===== src/sv/mdu_pkg.sv =====
// Package with the operation codes, controller states and command struct of the HI/LO unit.
`default_nettype none
package mdu_pkg;

  localparam int unsigned WordW = 32;
  localparam int unsigned OpW   = 3;
  localparam int unsigned CntW  = 5;

  localparam logic [WordW-1:0] ALL_ONES = 32'hFFFF_FFFF;
  localparam logic [WordW-1:0] WORD_ONE = 32'h0000_0001;
  localparam logic [CntW-1:0]  LAST_STEP = 5'd31;

  typedef enum logic [OpW-1:0] {
    OP_MULT  = 3'd0,
    OP_MULTU = 3'd1,
    OP_DIV   = 3'd2,
    OP_DIVU  = 3'd3,
    OP_MFHI  = 3'd4,
    OP_MFLO  = 3'd5,
    OP_MTHI  = 3'd6,
    OP_MTLO  = 3'd7
  } op_e;

  typedef enum logic [2:0] {
    ST_IDLE = 3'b001,
    ST_DIV  = 3'b010,
    ST_FIX  = 3'b100
  } state_e;

  // Commands from the controller to the datapath.
  typedef struct packed {
    logic accept;  // an input beat is taken this cycle
    logic step;    // one restoring divide iteration
    logic finish;  // write the divide result to HI/LO and the zero read value
  } cmd_t;

  function automatic logic is_div(input logic [OpW-1:0] op);
    return (op == OP_DIV) || (op == OP_DIVU);
  endfunction

endpackage
`default_nettype wire


===== src/sv/mdu_req_if.sv =====
// Request channel: operation and two register values.
`default_nettype none
interface mdu_req_if;
  logic        valid;
  logic        ready;
  logic [2:0]  operation;
  logic [31:0] operand_a;
  logic [31:0] operand_b;

  modport source (output valid, output operation, output operand_a, output operand_b,
                  input ready);
  modport sink (input valid, input operation, input operand_a, input operand_b,
                output ready);
endinterface
`default_nettype wire


===== src/sv/mdu_rsp_if.sv =====
// Response channel: the value read from HI or LO.
`default_nettype none
interface mdu_rsp_if;
  logic        valid;
  logic        ready;
  logic [31:0] read_value;

  modport source (output valid, output read_value, input ready);
  modport sink (input valid, input read_value, output ready);
endinterface
`default_nettype wire


===== src/sv/mdu_ctrl.sv =====
// Controller state machine: accepts beats, sequences the divide iterations, owns response valid.
`default_nettype none
module mdu_ctrl (
  input  wire logic                          clk_i,
  input  wire logic                          rst_ni,
  input  wire logic                          in_valid_i,
  input  wire logic [mdu_pkg::OpW-1:0]       in_op_i,
  output      logic                          in_ready_o,
  input  wire logic                          out_ready_i,
  output      logic                          out_valid_o,
  output      mdu_pkg::cmd_t                 cmd_o
);
  import mdu_pkg::*;

  state_e          state_q, state_d;
  logic [CntW-1:0] cnt_q, cnt_d;
  logic            out_valid_q, out_valid_d;
  logic            slot_free;
  logic            accept;

  // The response register can take a new value when empty or when it drains this cycle.
  assign slot_free  = !out_valid_q || out_ready_i;
  assign in_ready_o = (state_q == ST_IDLE) && slot_free;
  assign accept     = in_valid_i && in_ready_o;

  always_comb begin
    state_d       = state_q;
    cnt_d         = cnt_q;
    cmd_o.accept  = accept;
    cmd_o.step    = 1'b0;
    cmd_o.finish  = 1'b0;
    case (state_q)
      ST_IDLE: begin
        if (accept && is_div(in_op_i)) begin
          state_d = ST_DIV;
          cnt_d   = '0;
        end
      end
      ST_DIV: begin
        cmd_o.step = 1'b1;
        cnt_d      = cnt_q + 1'b1;
        if (cnt_q == LAST_STEP) begin
          state_d = ST_FIX;
        end
      end
      ST_FIX: begin
        if (slot_free) begin
          cmd_o.finish = 1'b1;
          state_d      = ST_IDLE;
        end
      end
      default: begin
        state_d = ST_IDLE;
      end
    endcase
  end

  always_comb begin
    out_valid_d = out_valid_q && !out_ready_i;
    if ((accept && !is_div(in_op_i)) || cmd_o.finish) begin
      out_valid_d = 1'b1;
    end
  end

  assign out_valid_o = out_valid_q;

  always_ff @(posedge clk_i or negedge rst_ni) begin
    if (!rst_ni) begin
      state_q     <= ST_IDLE;
      cnt_q       <= '0;
      out_valid_q <= 1'b0;
    end else begin
      state_q     <= state_d;
      cnt_q       <= cnt_d;
      out_valid_q <= out_valid_d;
    end
  end

endmodule
`default_nettype wire


===== src/sv/mdu_datapath.sv =====
// Datapath: HI/LO registers, combinational multiplier and a radix-2 restoring divider.
`default_nettype none
module mdu_datapath (
  input  wire logic                          clk_i,
  input  wire logic                          rst_ni,
  input  wire mdu_pkg::cmd_t                 cmd_i,
  input  wire logic [mdu_pkg::OpW-1:0]       op_i,
  input  wire logic [mdu_pkg::WordW-1:0]     a_i,
  input  wire logic [mdu_pkg::WordW-1:0]     b_i,
  output      logic [mdu_pkg::WordW-1:0]     read_value_o
);
  import mdu_pkg::*;

  logic [WordW-1:0]       hi_q, lo_q;
  logic [WordW-1:0]       quot_q, rem_q, dvs_q, dvd_q;
  logic                   qneg_q, rneg_q, dzero_q;
  logic [WordW-1:0]       read_q;

  logic                   sgn_div, a_neg, b_neg;
  logic                   sgn_mul;
  logic signed [WordW:0]  mul_a, mul_b;
  logic signed [2*WordW+1:0] prod;
  logic [WordW:0]         shifted, diff;
  logic                   ge;
  logic [WordW-1:0]       quot_fix, rem_fix;

  assign sgn_div = (op_i == OP_DIV);
  assign a_neg   = sgn_div && a_i[WordW-1];
  assign b_neg   = sgn_div && b_i[WordW-1];

  assign sgn_mul = (op_i == OP_MULT);
  assign mul_a   = $signed({sgn_mul && a_i[WordW-1], a_i});
  assign mul_b   = $signed({sgn_mul && b_i[WordW-1], b_i});
  assign prod    = mul_a * mul_b;

  // One restoring step: bring in the next dividend bit and subtract if it fits.
  assign shifted = {rem_q, quot_q[WordW-1]};
  assign diff    = shifted - {1'b0, dvs_q};
  assign ge      = shifted >= {1'b0, dvs_q};

  assign quot_fix = qneg_q ? (~quot_q + WORD_ONE) : quot_q;
  assign rem_fix  = rneg_q ? (~rem_q + WORD_ONE) : rem_q;

  always_ff @(posedge clk_i or negedge rst_ni) begin
    if (!rst_ni) begin
      hi_q <= '0;
      lo_q <= '0;
    end else if (cmd_i.accept) begin
      case (op_i)
        OP_MULT, OP_MULTU: begin
          hi_q <= prod[2*WordW-1:WordW];
          lo_q <= prod[WordW-1:0];
        end
        OP_MTHI: hi_q <= a_i;
        OP_MTLO: lo_q <= a_i;
        default: begin
        end
      endcase
    end else if (cmd_i.finish) begin
      if (dzero_q) begin
        // Divide by zero: HI keeps the dividend, LO is all ones, or one for a negative signed one.
        hi_q <= dvd_q;
        lo_q <= rneg_q ? WORD_ONE : ALL_ONES;
      end else begin
        hi_q <= rem_fix;
        lo_q <= quot_fix;
      end
    end
  end

  always_ff @(posedge clk_i) begin
    if (cmd_i.accept) begin
      quot_q  <= a_neg ? (~a_i + WORD_ONE) : a_i;
      dvs_q   <= b_neg ? (~b_i + WORD_ONE) : b_i;
      rem_q   <= '0;
      dvd_q   <= a_i;
      qneg_q  <= a_neg ^ b_neg;
      rneg_q  <= a_neg;
      dzero_q <= (b_i == '0);
    end else if (cmd_i.step) begin
      quot_q <= {quot_q[WordW-2:0], ge};
      rem_q  <= ge ? diff[WordW-1:0] : shifted[WordW-1:0];
    end
  end

  always_ff @(posedge clk_i) begin
    if (cmd_i.accept) begin
      case (op_i)
        OP_MFHI: read_q <= hi_q;
        OP_MFLO: read_q <= lo_q;
        default: read_q <= '0;
      endcase
    end else if (cmd_i.finish) begin
      read_q <= '0;
    end
  end

  assign read_value_o = read_q;

endmodule
`default_nettype wire


===== src/sv/mips_multiply_divide_unit.sv =====
// Top level of the MIPS HI/LO multiply-divide unit.
//
//  channel  modport  direction  payload
//  req_i    sink     in         operation[2:0], operand_a[31:0], operand_b[31:0]
//  rsp_o    source   out        read_value[31:0]
//
// Multiply, move and read operations need no iterations; the product comes from one 33x33 multiplier.
// A divide has one load, 32 restoring iterations, and one sign fix and write of HI/LO.
// Reset clears HI, LO and the controller; the response register holds one beat.
// A new beat is taken while a response waits only if that response drains in the same cycle.
// A divide holds its last cycle until the response register is free.
`default_nettype none
module mips_multiply_divide_unit (
  input  wire logic  clk_i,
  input  wire logic  rst_ni,
  mdu_req_if.sink    req_i,
  mdu_rsp_if.source  rsp_o
);
  import mdu_pkg::*;

  cmd_t cmd;

  mdu_ctrl u_ctrl (
    .clk_i       (clk_i),
    .rst_ni      (rst_ni),
    .in_valid_i  (req_i.valid),
    .in_op_i     (req_i.operation),
    .in_ready_o  (req_i.ready),
    .out_ready_i (rsp_o.ready),
    .out_valid_o (rsp_o.valid),
    .cmd_o       (cmd)
  );

  mdu_datapath u_datapath (
    .clk_i        (clk_i),
    .rst_ni       (rst_ni),
    .cmd_i        (cmd),
    .op_i         (req_i.operation),
    .a_i          (req_i.operand_a),
    .b_i          (req_i.operand_b),
    .read_value_o (rsp_o.read_value)
  );

  // No new beat is taken while the divider iterates.
  a_no_accept_in_div: assert property (@(posedge clk_i) disable iff (!rst_ni)
    cmd.step |-> !req_i.ready)
    else $error("request accepted during divide iterations");

  // A divide result never overwrites a response that has not been taken.
  a_finish_slot_free: assert property (@(posedge clk_i) disable iff (!rst_ni)
    cmd.finish |-> (!rsp_o.valid || rsp_o.ready))
    else $error("divide finished into a full response register");

  // A non-divide operation presents its response in the next cycle.
  a_fast_response: assert property (@(posedge clk_i) disable iff (!rst_ni)
    (cmd.accept && !is_div(req_i.operation)) |=> rsp_o.valid)
    else $error("missing response after single-cycle operation");

endmodule
`default_nettype wire

===== src/flat_wrapper.sv =====
// flat-port wrapper written by rule: the top's interface ports become plain ports
module mips_multiply_divide_unit_flat import mdu_pkg::*;
  (clk_i, rst_ni, req_i_valid, req_i_operation, req_i_operand_a, req_i_operand_b, req_i_ready, rsp_o_valid, rsp_o_read_value, rsp_o_ready);
  mdu_req_if req_i_i ();
  mdu_rsp_if rsp_o_i ();
  input  wire logic clk_i;
  input  wire logic rst_ni;
  input wire logic [$bits(req_i_i.valid)-1:0] req_i_valid;
  input wire logic [$bits(req_i_i.operation)-1:0] req_i_operation;
  input wire logic [$bits(req_i_i.operand_a)-1:0] req_i_operand_a;
  input wire logic [$bits(req_i_i.operand_b)-1:0] req_i_operand_b;
  output wire logic [$bits(req_i_i.ready)-1:0] req_i_ready;
  output wire logic [$bits(rsp_o_i.valid)-1:0] rsp_o_valid;
  output wire logic [$bits(rsp_o_i.read_value)-1:0] rsp_o_read_value;
  input wire logic [$bits(rsp_o_i.ready)-1:0] rsp_o_ready;
  assign req_i_i.valid = req_i_valid;
  assign req_i_i.operation = req_i_operation;
  assign req_i_i.operand_a = req_i_operand_a;
  assign req_i_i.operand_b = req_i_operand_b;
  assign req_i_ready = req_i_i.ready;
  assign rsp_o_valid = rsp_o_i.valid;
  assign rsp_o_read_value = rsp_o_i.read_value;
  assign rsp_o_i.ready = rsp_o_ready;
  mips_multiply_divide_unit u_core (.clk_i(clk_i), .rst_ni(rst_ni), .req_i(req_i_i), .rsp_o(rsp_o_i));
endmodule

===== config.mk =====
export PLATFORM = sky130hd
export DESIGN_NAME = mips_multiply_divide_unit_flat
export DESIGN_NICKNAME = d
export VERILOG_FILES = /design/src/sv/mdu_pkg.sv /design/src/sv/mdu_req_if.sv /design/src/sv/mdu_rsp_if.sv /design/src/sv/mdu_ctrl.sv /design/src/sv/mdu_datapath.sv /design/src/sv/mips_multiply_divide_unit.sv /design/src/flat_wrapper.sv
export SDC_FILE = /design/constraint.sdc
export NUM_CORES = 2
export LEC_CHECK = 0
export BUFFER_PORTS_ARGS = -buffer_cell sky130_fd_sc_hd__clkbuf_2
export CORE_MARGIN = 2
export CORE_UTILIZATION = 30
export CTS_CLUSTER_SIZE = 8
export DETAILED_ROUTE_END_ITERATION = 16
export PLACE_DENSITY = 0.4
export SLEW_MARGIN = 10
export SYNTH_ARGS = -nofsm -noshare
export SYNTH_HDL_FRONTEND = slang
export SYNTH_SLANG_ARGS = --single-unit

===== constraint.sdc =====
create_clock -name clk_i -period 11.86 [get_ports clk_i]
set_input_delay 1.779 -clock clk_i [delete_from_list [all_inputs] [get_ports clk_i]]
set_output_delay 1.779 -clock clk_i [all_outputs]
set_load 0.02 [all_outputs]

Word-level counts from Yosys, hierarchy flattened
Index checks and enable logic that the tools add are counted.

operators by class
  add/subtract/negate cells = 6
  $mul = 1
  order comparisons = 1
  equality and inequality tests = 16
  multiplexer cells = 29
  bitwise logic cells = 5
  reductions and logical operators = 25

operator list
  cell                                                  number
  two-way mux 32 bit                                    16
  case mux 32 bit (2 select lines)                      3
  adder 32 x 1 -> 32 bit (second input constant)        4
  inverter 32 bit                                       4
  multiplier 33 x 33 -> 64 bit                          1
  >= comparator 33 x 32 -> 1 bit                        1
  logical NOT 32 bit                                    1
  subtractor 32 bit                                     1
  equality test 3 bit (second input constant)           5
  case mux 5 bit (2 select lines)                       1
  equality test 3 x 2 -> 1 bit (second input constant)  3
  logical AND 1 bit                                     9
  two-way mux 3 bit                                     3
  case mux 3 bit (3 select lines)                       1
  equality test 3 x 1 -> 1 bit (second input constant)  2
  inequality test 3 bit (second input constant)         2
  AND reduction 2 bit                                   3
  nonzero test 2 bit                                    3
  adder 5 x 1 -> 5 bit (second input constant)          1
  equality test 5 bit (second input constant)           1
  two-way mux 5 bit                                     1
  two-way mux 1 bit                                     4
  inequality test 2 bit (second input constant)         2
  logical NOT 1 bit                                     3
  other kinds (6)                                       8

word-level totals
  bits in registers = 236
  input port bits = 71
  output and inout bits = 34
  logic and storage cells = 96

Longest topological paths before layout
  depth after elaboration = 7
  gate-level depth with buffers = 32

Hierarchy
From an unflattened synthesis, not the netlist that was laid out.

second synthesis, totals
  cells, all modules = 5928
  area, all modules = 52763.1 µm²

modules (own cells, without submodules)
  module        times used  cells an instance  area an instance (µm²)  seq. area each (µm²)
  mdu_datapath  1           5869               52178.8                 6175.9
  mdu_ctrl      1           59                 584.3                   226.5

Worst setup path before layout
OpenSTA, ideal clock, no wires.

  path type = input to register
  start = input port req_i_operation[0]
  end = register u_core.u_datapath.hi_q[29]
  setup time = 0.131 ns
  data arrival time = 9.666 ns
  path slack = 2.063 ns
  stages on the path = 30
  buffers on the path = 4
  cell sequence = clkbuf_1 -> nor3_1 -> clkbuf_1 -> and2_1 -> clkbuf_1 -> nand2_1 -> inv_1 -> fa_1 -> inv_1 -> fa_1 -> inv_1 -> fa_1 -> fa_1 -> inv_1 -> fa_1 -> inv_1 -> fa_1 -> inv_1 -> fa_1 -> fa_1 -> inv_1 -> ha_1 -> clkbuf_1 -> inv_1 -> o21ai_0 -> a21oi_1 -> o32a_1 -> o311a_1 -> and3_1 -> or3_1

between the ends
  cells in the longest elaborated chain, start to end = 5

RTL lines
  item                                  line                                    RTL
  start, declared                       flat_wrapper.sv:9                       input wire logic [$bits(req_i_i.operation)-1:0] req_i_operation;
  logical NOT 3 bit                     mdu_datapath.sv:31, mdu_datapath.sv:49
  logical AND 1 bit (on tied branches)  mdu_datapath.sv:32, mdu_datapath.sv:33
  multiplier 33 x 33 -> 64 bit          mdu_datapath.sv:34                      assign prod = mul_a * mul_b;
  case mux 32 bit (2 select lines)      mdu_datapath.sv:49                      case (op_i)
  two-way mux 32 bit                    mdu_datapath.sv:48                      end else if (cmd_i.accept) begin
  end signal, assigned                  mdu_datapath.sv:51                      hi_q <= prod[2*WordW-1:WordW];
  end signal, assigned                  mdu_datapath.sv:54                      OP_MTHI: hi_q <= a_i;
  end signal, assigned                  mdu_datapath.sv:62                      hi_q <= dvd_q;
  end, declared                         mdu_datapath.sv:14                      logic [WordW-1:0] hi_q, lo_q;

Several ways; a longest one is shown, not always the timed one.
A chain may end at the register's enable or synchronous reset.

Final worst setup path
  start = input port req_i_operation[1]
  end = register u_core.u_datapath.hi_q[14]

Same word-level chain as after synthesis.

==> results.tsv <==
metric	value	unit
sequential fraction of the synthesis area	12.1	%
Min Hold Slack	0.480	ns
fmax	93.0	MHz
CTS tree	done	
cts hold-fix bufs	0	
Top delay family on crit path	adder cells	
Final ANT Viol Nets	0	
slowest CP cell	a2111oi_0	
post-synth top area cell	fa_1	
worst slack at placement	0.692	ns
number of global-route vias before repair	43400	
Clock Path Buffers	3	
I/O pin cnt	105	
Final min period	10.76	ns
Syn Nets	7385	
# DRC	0	
Iteration-0 DRC Markers	2596	
synth warn	0	
GRT met3 Usage	2.11	%
Seq cells post-synth	236	
design area	57000	µm²
mapped cell area	52900	µm²
CP arrival	11.18	ns
CP most frequent cell	fa_1	
clk root buf	clkbuf_16	
largest net degree at the start of global routing	84	
Buf/Inv on CP	4	
Post-synth EDFFs	131	
max-cap viol count	0	
RSZ-0062 raised after global routing	false	
first-pass GRT wire length	295	mm
global-route track usage on met1	30.9	%
die area	180000	µm²
Fin Setup TNS	0	ns
register clock-pin slew on the reported worst setup and hold paths	0.05	ns
Max-slew headroom	19.4	%
worst slew pin tran	1.20	ns
Worst Setup Start Kind	input port	
HPWL Detailed	159	mm
share of cells above drive strength 1	5.22	%
number of antenna violations at the first check in global routing	20	
Final Max Tran Viols	0	
Initial Utilization	30.1	%
total CTS buffers	35	
CP max stage delay	0.87	ns
post-cts resize count	0	
Final Cycle Share	90.7	%
CP Class	in -> reg	
clk sinks	236	
htree depth	2	
Post-synth ARST share	30.9	%
Yosys top cell area share	42.7	%
Cells after Synth	5938	
FP Rows	154	
Die H	424	µm
CP endpoint kind	register	
Post-Syn Area per Cell	8.90	µm²
fillers	18400	
routed vias	40600	
Main synth FF type	edfxtp_1	
worst endpoint required time	12.28	ns
Clock Skew	0.0252	ns
placed cell areas	55900	µm²
Die X	424	µm
placer congestion estimate	0.904	
clk_lat worst skew	0.55	ns
core box area	176000	µm²
grt peak-use layer	met2	
grt ovf	0	
GRT Resource Usage Total	22.1	%
GRT met2 Usage	36.9	%
Syn-to-layout area delta	7.86	%
via-per-instance ratio	4.94	
worst path cell trace	clkbuf_2, nor3_2, and2_1, nand2_1, inv_1, fa_1, fa_1, fa_1, inv_1, fa_1, fa_1, fa_1, fa_1, fa_1, inv_1, ha_1, a21o_1, a2111oi_0, nor2_1, nor4_1, nand4b_1, nor4b_1, nor3_1, a221o_1	
nets	7279	
final hold violation count	0	
Post-CTS Setup Inserts	0	
worst setup margin	1.10	ns
DR pass1 iterations	7	
CP max FO	13	
DR WL/cell	23.9	µm
outcome	finished clean	
Cell variety after synth	87	
top post-synthesis cells by area	fa_1, inv_1, edfxtp_1	
total routed wirelength	196	mm
Final setup viols	0	
Tightest Hold Check Type	reg -> reg	
Port-buffer cells	104	
-- Yosys cell counts (all sizes together) (15+ instances only) --
cell and number:
inv 1199, fa 1126, nand2 1007, clkbuf 299
and2 287, ha 250, nor2 217, o21ai 210
a21oi 161, edfxtp 131, xnor2 119, xor2 84
buf 72, dfrtp 72, nor3 52, a21o 48
nand3 44, a31oi 40, o31ai 40, and3 36
o211ai 36, a211oi 33, a22oi 33, dfxtp 32
mux2i 30, o21bai 22, nand4 21, o21a 18
nor4 17, o41ai 16, or2 16, or4 15
-- worst paths after layout --
path / start / cells after the start / slack, ns / endpoint
worst max register to register: u_core.u_datapath.rem_q[0]$_SDFFE_PP0P_ / 10 / 7.58 / u_core.u_datapath.rem_q[23]$_SDFFE_PP0P_
worst max-delay path: req_i_operation[1] / 24 / 1.10 / u_core.u_datapath.hi_q[14]$_DFFE_PN0P_
worst min register to register: u_core.u_datapath.lo_q[17]$_DFFE_PN0P_ / 2 / 0.48 / u_core.u_datapath.lo_q[17]$_DFFE_PN0P_
min in group asynchronous: rst_ni / 1 / 1.13 / u_core.u_datapath.lo_q[4]$_DFFE_PN0P_
worst min-delay path: u_core.u_datapath.lo_q[17]$_DFFE_PN0P_ / 2 / 0.48 / u_core.u_datapath.lo_q[17]$_DFFE_PN0P_
max in group asynchronous: rst_ni / 2 / 9.53 / u_core.u_datapath.hi_q[27]$_DFFE_PN0P_
-- per-stage QoR --
stage | utilization, % | std cells
after detailed placement | 31.9 | 8135
after CTS | 32.5 | 8199
after global placement | 31.9 | 8135
final | 32.5 | 8213
after global routing | 32.5 | 8202
after floorplan | - | 5938
-- sequential cells by signal (all words and copies together), names as in the netlist --
register                        cells
u_core.u_datapath.dvd_q            32
u_core.u_datapath.dvs_q            32
u_core.u_datapath.hi_q             32
u_core.u_datapath.lo_q             32
u_core.u_datapath.quot_q           32
u_core.u_datapath.read_value_o     32
u_core.u_datapath.rem_q            32
u_core.u_ctrl.cnt_q                 5
u_core.u_ctrl.state_q               3
u_core.u_ctrl.out_valid_o           1
u_core.u_datapath.dzero_q           1
u_core.u_datapath.qneg_q            1
u_core.u_datapath.rneg_q            1
-- metal layers --
metal | vias up | wire [µm]
met5 | - | 27
met1 | 21600 | 89500
met3 | 193 | 8650
li1 | 17900 | -
met4 | 4 | 4830
met2 | 927 | 92900
-- cell type report --
cell class | count | area, µm² | area share (%)
Multi-Input combinational cell | 4131 | 40600 | 71.2
Sequential cell | 236 | 6400 | 11.2
Inverter | 1200 | 4510 | 7.91
Tap cell | 2340 | 2930 | 5.14
Timing Repair Buffer | 228 | 1490 | 2.62
Clock buffer | 61 | 983 | 1.73
Clock inverter | 3 | 48.8 | 0.0856
Antenna cell | 14 | 35.0 | 0.0615
-- logic make-up after synthesis --
group	after synthesis	synth area share, %
adders and majority gates	1376	48.6
DFF	236	12.1
buffers and inverters	1571	11.2
xor gates and xnor gates	203	3.36
and+or+nand+nor	1777	15.2
muxes	34	0.653
AOI/OAI and AO/OA	741	8.97
-- worst reg2reg max path: cells and delay by family, from the launching register on --
| kind | cells | cell delay [ns] |
|---|---|---|
| compound gates | 6 | 1.75 |
| simple gates | 3 | 1.54 |
| flops | 1 | 0.53 |
| fa+ha+maj | 1 | 0.32 |
-- layout by cell type (no fill, tap or decap), types with 25 or more instances in the layout --
master,netlist,final
inv_1,1197,1197
fa_1,1126,1126
nand2_1,1007,1007
and2_1,287,286
ha_1,250,250
nor2_1,217,214
a21oi_1,161,161
edfxtp_1,131,131
o21ai_0,122,122
buf_4,0,122
xnor2_1,119,119
clkbuf_2,0,103
o21ai_1,88,87
xor2_1,84,84
dfrtp_1,72,72
nor3_1,52,50
a21o_1,48,48
nand3_1,44,43
a31oi_1,40,40
o31ai_1,39,38
and3_1,36,36
o211ai_1,36,36
clkbuf_16,0,35
a22oi_1,33,33
a211oi_1,32,32
dfxtp_1,32,32
mux2i_1,30,30
clkbuf_1,299,25
Power is left out: the tool's default activity adds up to more than one toggle a clock period on the data nets, which glitch-free logic cannot reach.
